==> src/ftpp_pkg.sv <==
// Shared constants for the file transfer packet parser.
`default_nettype none
package ftpp_pkg;
    localparam int unsigned MAX_SIZE_BYTES = 4;
    localparam int unsigned COUNT_W        = 17;
    localparam int unsigned SIZE_LEFT_W    = $clog2(MAX_SIZE_BYTES + 1);

    localparam logic [7:0]         TYPE_DATA      = 8'h01;
    localparam logic [7:0]         TAG_SIZE       = 8'h00;
    localparam logic [7:0]         TAG_NAME       = 8'h01;
    localparam logic [COUNT_W-1:0] DATA_MIN_BYTES = COUNT_W'(4);
    localparam logic [COUNT_W-1:0] CTRL_MIN_BYTES = COUNT_W'(7);
    localparam logic [COUNT_W-1:0] COUNT_MAX      = {COUNT_W{1'b1}};

    localparam logic [2:0] ERR_OK         = 3'd0;
    localparam logic [2:0] ERR_TOO_SHORT  = 3'd1;
    localparam logic [2:0] ERR_SIZE_TAG   = 3'd2;
    localparam logic [2:0] ERR_SIZE_CUT   = 3'd3;
    localparam logic [2:0] ERR_NAME_TAG   = 3'd4;
    localparam logic [2:0] ERR_NAME_CUT   = 3'd5;
    localparam logic [2:0] ERR_SIZE_LONG  = 3'd6;
endpackage
`default_nettype wire

==> src/file_transfer_packet_parser_unit.sv <==
// Byte-serial parser for file transfer data and control packets.
//
// Takes one packet byte per item, with i_end_of_packet on the last byte, and
// accepts a new byte every cycle unless a result item waits on i_out_ready.
// Each byte is parsed in the cycle it is accepted and its result item, if
// any, is registered on the next cycle by the single parse stage between
// the packet state registers and the output register. Data payload and file
// name bytes come out as they arrive; the last byte of a packet also carries
// the packet summary and an error code. Bytes that give no result (headers,
// tags, size bytes, ignored trailing bytes) are consumed silently.
`default_nettype none
module file_transfer_packet_parser_unit (
    input  wire logic                  i_clk,
    input  wire logic                  i_rst_n,
    input  wire logic                  i_in_valid,
    output logic                       o_in_ready,
    input  wire logic [7:0]            i_rx_byte,
    input  wire logic                  i_end_of_packet,
    output logic                       o_out_valid,
    input  wire logic                  i_out_ready,
    output logic                       o_payload_valid,
    output logic [7:0]                 o_payload_byte,
    output logic                       o_payload_is_name,
    output logic                       o_packet_done,
    output logic [7:0]                 o_packet_type,
    output logic [7:0]                 o_sequence_res,
    output logic [15:0]                o_data_length,
    output logic [31:0]                o_file_size,
    output logic [7:0]                 o_name_length,
    output logic [2:0]                 o_error_code
);
    import ftpp_pkg::*;

    typedef enum logic [3:0] {
        PH_FIRST, PH_D_SEQ, PH_D_LHI, PH_D_LLO, PH_D_PAY,
        PH_C_STAG, PH_C_SLEN, PH_C_SVAL, PH_C_NTAG, PH_C_NLEN, PH_C_NVAL, PH_SKIP
    } t_phase;

    t_phase                 r_phase, n_phase;
    logic [COUNT_W-1:0]     r_count, n_count, c_count, inc_count;
    logic [7:0]             r_type, n_type;
    logic [7:0]             r_seq, n_seq;
    logic [15:0]            r_length, n_length;
    logic [31:0]            r_size, n_size;
    logic [SIZE_LEFT_W-1:0] r_size_left, n_size_left;
    logic [7:0]             r_name_len, n_name_len;
    logic [7:0]             r_name_left, n_name_left;
    logic [2:0]             r_error, n_error;

    logic       pv, pn, accept, is_data, has_result;
    logic [1:0] lane;
    logic [2:0] fin_error;

    assign o_in_ready = !o_out_valid || i_out_ready;
    assign accept     = i_in_valid && o_in_ready;
    assign lane       = c_count[1:0] + 2'd1;

    always_comb begin
        if (r_phase == PH_FIRST) begin
            c_count     = '0;
            n_type      = '0;
            n_seq       = '0;
            n_length    = '0;
            n_size      = '0;
            n_size_left = '0;
            n_name_len  = '0;
            n_name_left = '0;
            n_error     = ERR_OK;
        end else begin
            c_count     = r_count;
            n_type      = r_type;
            n_seq       = r_seq;
            n_length    = r_length;
            n_size      = r_size;
            n_size_left = r_size_left;
            n_name_len  = r_name_len;
            n_name_left = r_name_left;
            n_error     = r_error;
        end
        inc_count = (c_count != COUNT_MAX) ? c_count + COUNT_W'(1) : c_count;
        n_phase   = r_phase;
        pv        = 1'b0;
        pn        = 1'b0;

        case (r_phase)
            PH_FIRST: begin
                n_type  = i_rx_byte;
                n_phase = (i_rx_byte == TYPE_DATA) ? PH_D_SEQ : PH_C_STAG;
            end
            PH_D_SEQ: begin
                n_seq   = i_rx_byte;
                n_phase = PH_D_LHI;
            end
            PH_D_LHI: begin
                n_length = {i_rx_byte, 8'h00};
                n_phase  = PH_D_LLO;
            end
            PH_D_LLO: begin
                n_length = {n_length[15:8], i_rx_byte};
                n_phase  = PH_D_PAY;
            end
            PH_D_PAY: begin
                pv = (c_count - DATA_MIN_BYTES) < COUNT_W'(n_length);
            end
            PH_C_STAG: begin
                if (i_rx_byte != TAG_SIZE) begin
                    n_error = ERR_SIZE_TAG;
                    n_phase = PH_SKIP;
                end else begin
                    n_phase = PH_C_SLEN;
                end
            end
            PH_C_SLEN: begin
                if (i_rx_byte > 8'(MAX_SIZE_BYTES)) begin
                    n_error = ERR_SIZE_LONG;
                    n_phase = PH_SKIP;
                end else begin
                    n_size_left = SIZE_LEFT_W'(i_rx_byte);
                    n_phase     = (i_rx_byte != 8'h00) ? PH_C_SVAL : PH_C_NTAG;
                end
            end
            PH_C_SVAL: begin
                n_size      = n_size | ({24'h000000, i_rx_byte} << {lane, 3'b000});
                n_size_left = n_size_left - SIZE_LEFT_W'(1);
                if (n_size_left == '0) begin
                    n_phase = PH_C_NTAG;
                end
            end
            PH_C_NTAG: begin
                if (i_rx_byte != TAG_NAME) begin
                    n_error = ERR_NAME_TAG;
                    n_phase = PH_SKIP;
                end else begin
                    n_phase = PH_C_NLEN;
                end
            end
            PH_C_NLEN: begin
                n_name_len  = i_rx_byte;
                n_name_left = i_rx_byte;
                n_phase     = (i_rx_byte != 8'h00) ? PH_C_NVAL : PH_SKIP;
            end
            PH_C_NVAL: begin
                pv          = 1'b1;
                pn          = 1'b1;
                n_name_left = n_name_left - 8'd1;
                if (n_name_left == 8'd0) begin
                    n_phase = PH_SKIP;
                end
            end
            default: begin
            end
        endcase

        is_data = (n_type == TYPE_DATA);
        if (is_data) begin
            fin_error = (inc_count < DATA_MIN_BYTES) ? ERR_TOO_SHORT : ERR_OK;
        end else if (inc_count < CTRL_MIN_BYTES) begin
            fin_error = ERR_TOO_SHORT;
        end else if (n_error != ERR_OK) begin
            fin_error = n_error;
        end else begin
            case (n_phase)
                PH_C_SVAL: fin_error = ERR_SIZE_CUT;
                PH_C_NTAG: fin_error = ERR_NAME_TAG;
                PH_C_NLEN: fin_error = ERR_NAME_CUT;
                PH_C_NVAL: fin_error = (n_name_left != 8'd0) ? ERR_NAME_CUT : ERR_OK;
                default:   fin_error = ERR_OK;
            endcase
        end

        n_count = inc_count;
        if (i_end_of_packet) begin
            n_phase = PH_FIRST;
            n_count = '0;
        end
        has_result = pv || i_end_of_packet;
    end

    always_ff @(posedge i_clk) begin
        if (!i_rst_n) begin
            r_phase           <= PH_FIRST;
            r_count           <= '0;
            r_type            <= '0;
            r_seq             <= '0;
            r_length          <= '0;
            r_size            <= '0;
            r_size_left       <= '0;
            r_name_len        <= '0;
            r_name_left       <= '0;
            r_error           <= ERR_OK;
            o_out_valid       <= 1'b0;
            o_payload_valid   <= 1'b0;
            o_payload_byte    <= 8'h00;
            o_payload_is_name <= 1'b0;
            o_packet_done     <= 1'b0;
            o_packet_type     <= 8'h00;
            o_sequence_res    <= 8'h00;
            o_data_length     <= 16'h0000;
            o_file_size       <= 32'h0;
            o_name_length     <= 8'h00;
            o_error_code      <= ERR_OK;
        end else begin
            if (accept) begin
                r_phase     <= n_phase;
                r_count     <= n_count;
                r_type      <= n_type;
                r_seq       <= n_seq;
                r_length    <= n_length;
                r_size      <= n_size;
                r_size_left <= n_size_left;
                r_name_len  <= n_name_len;
                r_name_left <= n_name_left;
                r_error     <= n_error;
                o_out_valid <= has_result;
                // result payload, loaded on every accepted item
                o_payload_valid   <= pv;
                o_payload_byte    <= pv ? i_rx_byte : 8'h00;
                o_payload_is_name <= pn;
                o_packet_done     <= i_end_of_packet;
                o_packet_type     <= i_end_of_packet ? n_type : 8'h00;
                o_sequence_res    <= (i_end_of_packet && is_data) ? n_seq : 8'h00;
                o_data_length     <= (i_end_of_packet && is_data) ? n_length : 16'h0000;
                o_file_size       <= (i_end_of_packet && !is_data) ? n_size : 32'h0;
                o_name_length     <= (i_end_of_packet && !is_data) ? n_name_len : 8'h00;
                o_error_code      <= i_end_of_packet ? fin_error : ERR_OK;
            end else if (i_out_ready) begin
                o_out_valid <= 1'b0;
            end
        end
    end

`ifndef SYNTHESIS
    a_idle_summary_zero: assert property (@(posedge i_clk) disable iff (!i_rst_n)
        o_out_valid && !o_packet_done |-> o_packet_type == 8'h00 && o_error_code == ERR_OK)
        else $error("summary fields set without packet end");
    a_name_has_byte: assert property (@(posedge i_clk) disable iff (!i_rst_n)
        o_out_valid && o_payload_is_name |-> o_payload_valid)
        else $error("name flag without payload byte");
    a_result_nonempty: assert property (@(posedge i_clk) disable iff (!i_rst_n)
        o_out_valid |-> o_payload_valid || o_packet_done)
        else $error("empty result item");
    a_data_no_ctrl: assert property (@(posedge i_clk) disable iff (!i_rst_n)
        o_out_valid && o_packet_done && o_packet_type == TYPE_DATA
            |-> o_file_size == 32'h0 && o_name_length == 8'h00 && o_error_code != ERR_SIZE_TAG)
        else $error("control fields on data packet");
`endif
endmodule
`default_nettype wire
==> config.mk <==
export PLATFORM = sky130hd
export DESIGN_NAME = file_transfer_packet_parser_unit
export DESIGN_NICKNAME = d
export VERILOG_FILES = /design/src/ftpp_pkg.sv /design/src/file_transfer_packet_parser_unit.sv
export SDC_FILE = /design/constraint.sdc
export NUM_CORES = 1
export LEC_CHECK = 0
export BUFFER_PORTS_ARGS = -buffer_cell sky130_fd_sc_hd__buf_2
export CAP_MARGIN = 20
export CORE_ASPECT_RATIO = 0.75
export CORE_MARGIN = 3
export CORE_UTILIZATION = 45
export DETAILED_ROUTE_END_ITERATION = 8
export GPL_TIMING_DRIVEN = 1
export PLACE_DENSITY = 0.68
export SLEW_MARGIN = 20
export SYNTH_ARGS = -nofsm -noshare
export SYNTH_HDL_FRONTEND = slang
export SYNTH_SLANG_ARGS = --single-unit
==> constraint.sdc <==
create_clock -name i_clk -period 4.4 [get_ports i_clk]
set_clock_uncertainty 0.1 [all_clocks]
set_input_delay 0 -clock i_clk [delete_from_list [all_inputs] [get_ports i_clk]]
set_output_delay 0 -clock i_clk [all_outputs]
set_load 0.01 [all_outputs]
==> results by stage <==
Synth:
- The synthesized-area fraction occupied by adder cells is 0.02697.
- Of the total synthesized cell area, the portion taken by XOR and XNOR cells is 0.01717.
- The portion of synthesized cell area occupied by the leading cell type is 0.3806.
- The synthesized netlist cell count is 1278.
- Of the total synthesized cell area, the portion taken by AND, OR, NAND and NOR gates is 0.2654.
- The mean cell area of the mapped netlist is approximately 8 µm².
- The prevailing post-synth register cell is dfxtp_1.
- The fraction of synthesized area in multiplexers is 0.01287.
- In this run, synthesis inferred 0 flip-flops with an integrated enable.
- The share of flip-flops with an asynchronous set or reset is 0.
- The post-synthesis compound-gate area fraction is 0.2477.
- In this run the cell area of the synthesized design comes to roughly 10000 µm².
- Counting flops and latches in the post-synthesis netlist gives approximately 190.
- By area, the combinational part of the netlist is dominated by simple AND/OR/NAND/NOR gates.
- The number of warning messages in the yosys log is 0.
- The net count of the mapped netlist is 1313.
- Of all cell types, the one taking the most synthesized area is dfxtp_1.
- Ranked by total cell area, the synthesized netlist is headed by dfxtp_1 38%, nor2b_1 9.3%, a22oi_1 9.1%, a21oi_1 5.9%, nor2_1 4.6%.
- For this run, the register share of the synthesized area comes to 0.3806.
- The count of cell types in the netlist is 71.

Final layout:
- Of the cells placed in the final design, the portion with a size suffix greater than 1 is 0.1289.
- Across the whole layout, storage elements account for between 3000 and 4000 µm².
- In the final design database the tool counted ~1300 nets.
- The fill cell instance count of the final layout is 2100.
- Compared with the post-synthesis result, the final layout area differs by 12.94%.
- The total area of multi-input combinational cells is 5854 µm².
- The repair_antennas step left the layout with diodes totalling 0.
- At the end of the flow the core is filled with cells to 0.5198.

Clock tree:
- Clock tree synthesis selected as its root buffer the cell clkbuf_16.
- The H-tree depth is 4.
- The clock net sink count is slightly below 200.
- In this run the post-CTS setup repair buffer count came out at 0.
- The later pin in the worst-skew pair is clocked with a latency of between 0.4 and 0.5 ns.
- In this run the deepest clock path goes through 2 buffers.
- Clock-pin slew was measured on the worst setup and hold paths at about 0.070 ns.
- The total clock buffers created by CTS is 17.
- The CTS tree is done.

STA:
- Setup violations remaining at the end of the flow were counted as 0.
- On the final layout, the worst hold slack is 0.03415 ns.
- The headroom to the max-slew limit is 0.3029.
- Setup repair after global routing left no endpoint under its margin.
- The post-route setup TNS is 0 ns.
- Based on the critical path, the design can be clocked at up to 249.2 MHz.
- The number of slew-limit violations in the final report is 0.
- After layout, the minimum clock period comes to 4.013 ns.
- Dividing the final minimum period by the clock period gives 0.9121.
- The final hold violation count is 0.
- The actual transition at the worst max-transition pin is 1.046 ns.

Critical path:
- The worst setup path is launched from a flop.
- For the worst flop-to-flop path, the logic depth is 15.
- The kind of critical path is flop to flop.
- The highest net fanout along the worst path is 12.
- Data arrives at the worst endpoint at about 4.3 ns.
- Data on the critical path is required at its endpoint by between 4 and 5 ns.
- The kind of capture point of the worst setup path is a flop.

Detailed routing:
- In this run the remaining antenna-violating nets after routing total 0.
- The routed wire length is roughly 28 mm.
- The number of vias per cell after detailed routing is 5.805.
- The residual DRC count is 0.
- The number of design-rule violations left by the first detailed-router iteration is 790.
- The total via count after detailed routing is approximately 9400.
- The post-detailed-route wirelength per cell is roughly 17 µm.
- The first detailed-routing pass took 5 iterations.

Floorplanning:
- The chip height is approximately 140 µm.
- The starting density of the core is 0.4603.
- The die covers between 20000 and 25000 µm².
- The die span in x is approximately 180 µm.
- After floorplanning, the core was sized to cover approximately 22000 µm².
- The number of top-level pins is between 100 and 150.
- The placement row count is 47.

Global routing:
- The initial antenna violation count is 0.
- The number of global-route vias before repair was ~8300.
- Summed over all layers, the global routing overflow is 0.
- The maximum number of pins on one net before global-route repair is 96.
- In the global route stage, overall resource usage came out at 0.2236.
- The first-pass GRT wire length is 44.70 mm.

Pwr:
- Power spread over the standard cell area amounts to 334.7 nW/µm².
- Across the VDD grid, the largest voltage drop is 0.3004 mV.
- The analysis attributes to cell leakage a power of around 4.3 nW.

Run status:
- The run finished with clean final reports.

Placed design:
- At the end of routability-driven placement, the weighted congestion stood at a little over 0.9.
- Once detailed placement completed, the half-perimeter wirelength came to ~18 mm.
- During placement, the flow inserted port buffers numbering 100.

Hold path:
- The type of the most critical hold path is primary input to flop.
- The hold-critical path depth is 3.

Job:
- Across the run, the number of max-cap violations was 0.
[placed cells by master, fill, tap and decap left out, drive strengths merged, types with 10 or more instances in the layout]
master  count
dfxtp     194
nor2b     151
nor2      125
a22oi     124
a21oi     121
buf       120
nand2     112
o21ai      41
nor3       30
ha         22
clkbuf     22
and2       17
nand3      17
nor4       13
xnor2      12
a22o       12
mux2i      12
nand2b     10
[through the flow]
stage | instance area (µm²) | instances | worst slack [ns] | power, mW
after detailed placement | 10810 | 1575 | 0.4749 | 2.217
final | 11520 | 1613 | 0.3869 | 3.857
after global routing | 11520 | 1613 | 0.1220 | 3.992
after CTS | 11520 | 1613 | 0.4596 | 3.884
after floorplan | 10210 | 1278 | 0.04004 | 2.110
after global placement | 10810 | 1575 | 0.5120 | 2.216
[layout make-up]
type / count / share of cell area
Timing Repair Buffer: 128 / 0.06579
Clock inverter: 8 / 0.01325
Tap cell: 294 / 0.03192
Sequential cell: 194 / 0.3370
Multi-Input combinational cell: 958 / 0.5080
Clock buffer: 22 / 0.04115
Inverter: 9 / 0.002931
[repair_timing]
| item | 4_1_cts | 5_1_grt |
|---|---|---|
| hold buffers | 8 | 0 |
| resized for setup | 0 | 0 |
| hold endpoints to repair | 14 | 0 |
[worst paths after layout]
kind	startpoint	end	slack (ns)
setup / recovery	r_phase[3]$_SDFFE_PN0P_	o_payload_byte[3]$_SDFFE_PN0P_	0.39
hold / removal	i_rx_byte[2]	r_type[2]$_SDFFE_PN0P_	0.03
setup reg to reg	r_phase[3]$_SDFFE_PN0P_	o_payload_byte[3]$_SDFFE_PN0P_	0.39
hold reg to reg	o_packet_done$_SDFFE_PN0P_	o_packet_done$_SDFFE_PN0P_	0.36
[critical path, stage by stage, from the launching register on]
cell and delay [ns]:
dfxtp_1 0.31, or4_2 0.77, nand2_1 0.19, ha_1 0.43, and2_1 0.24, nand2_1 0.06, nor2_1 0.10, nor3_1 0.06
ha_1 0.30, a21oi_1 0.16, nor2b_1 0.06, o21ai_0 0.14, a21oi_1 0.08, a211oi_1 0.27, and4_1 0.47, a22o_1 0.20
[registers in the layout (all words and copies together) (netlist names), 16 cells and up]
| signal | flops |
|---|---|
| o_data_length | 16 |
| r_count | 17 |
| r_length | 16 |
| r_size | 32 |
| o_file_size | 32 |
[cell usage after synthesis (all sizes together) (12+ instances only)]
| library cell | n |
|---|---|
| a21oi | 121 |
| a22o | 12 |
| a22oi | 124 |
| and2 | 17 |
| buf | 24 |
| clkbuf | 93 |
| dfxtp | 194 |
| ha | 22 |
| mux2i | 12 |
| nand2 | 112 |
| nand3 | 17 |
| nor2 | 125 |
| nor2b | 151 |
| nor3 | 30 |
| nor4 | 13 |
| o21ai | 41 |
| xnor2 | 12 |
[power by group]
group | leakage, nW | switching [mW] | internal (mW)
clock | 0.298 | 0.674 | 0.993
sequential | 1.57 | 0.0167 | 1.78
combinational | 2.41 | 0.275 | 0.122
[metal layers]
metal,share of wire,track usage,vias to the layer above,wire (µm)
li1,-,-,4608,-
met1,0.48,0.3255,4400,13620
met2,0.43,0.3331,326,12180
met3,0.069,0.05082,29,1933
met4,0.015,0.05968,0,433
met5,0,0,-,0
[logic make-up after synthesis]
kind of cell,after synthesis
xor gates and xnor gates,20
AOI/OAI and AO/OA,383
DFF,194
buffers and inverters,126
and+or+nand+nor,520
adders and majority gates,22
muxes,13
Power figures use the tool's default switching activity.
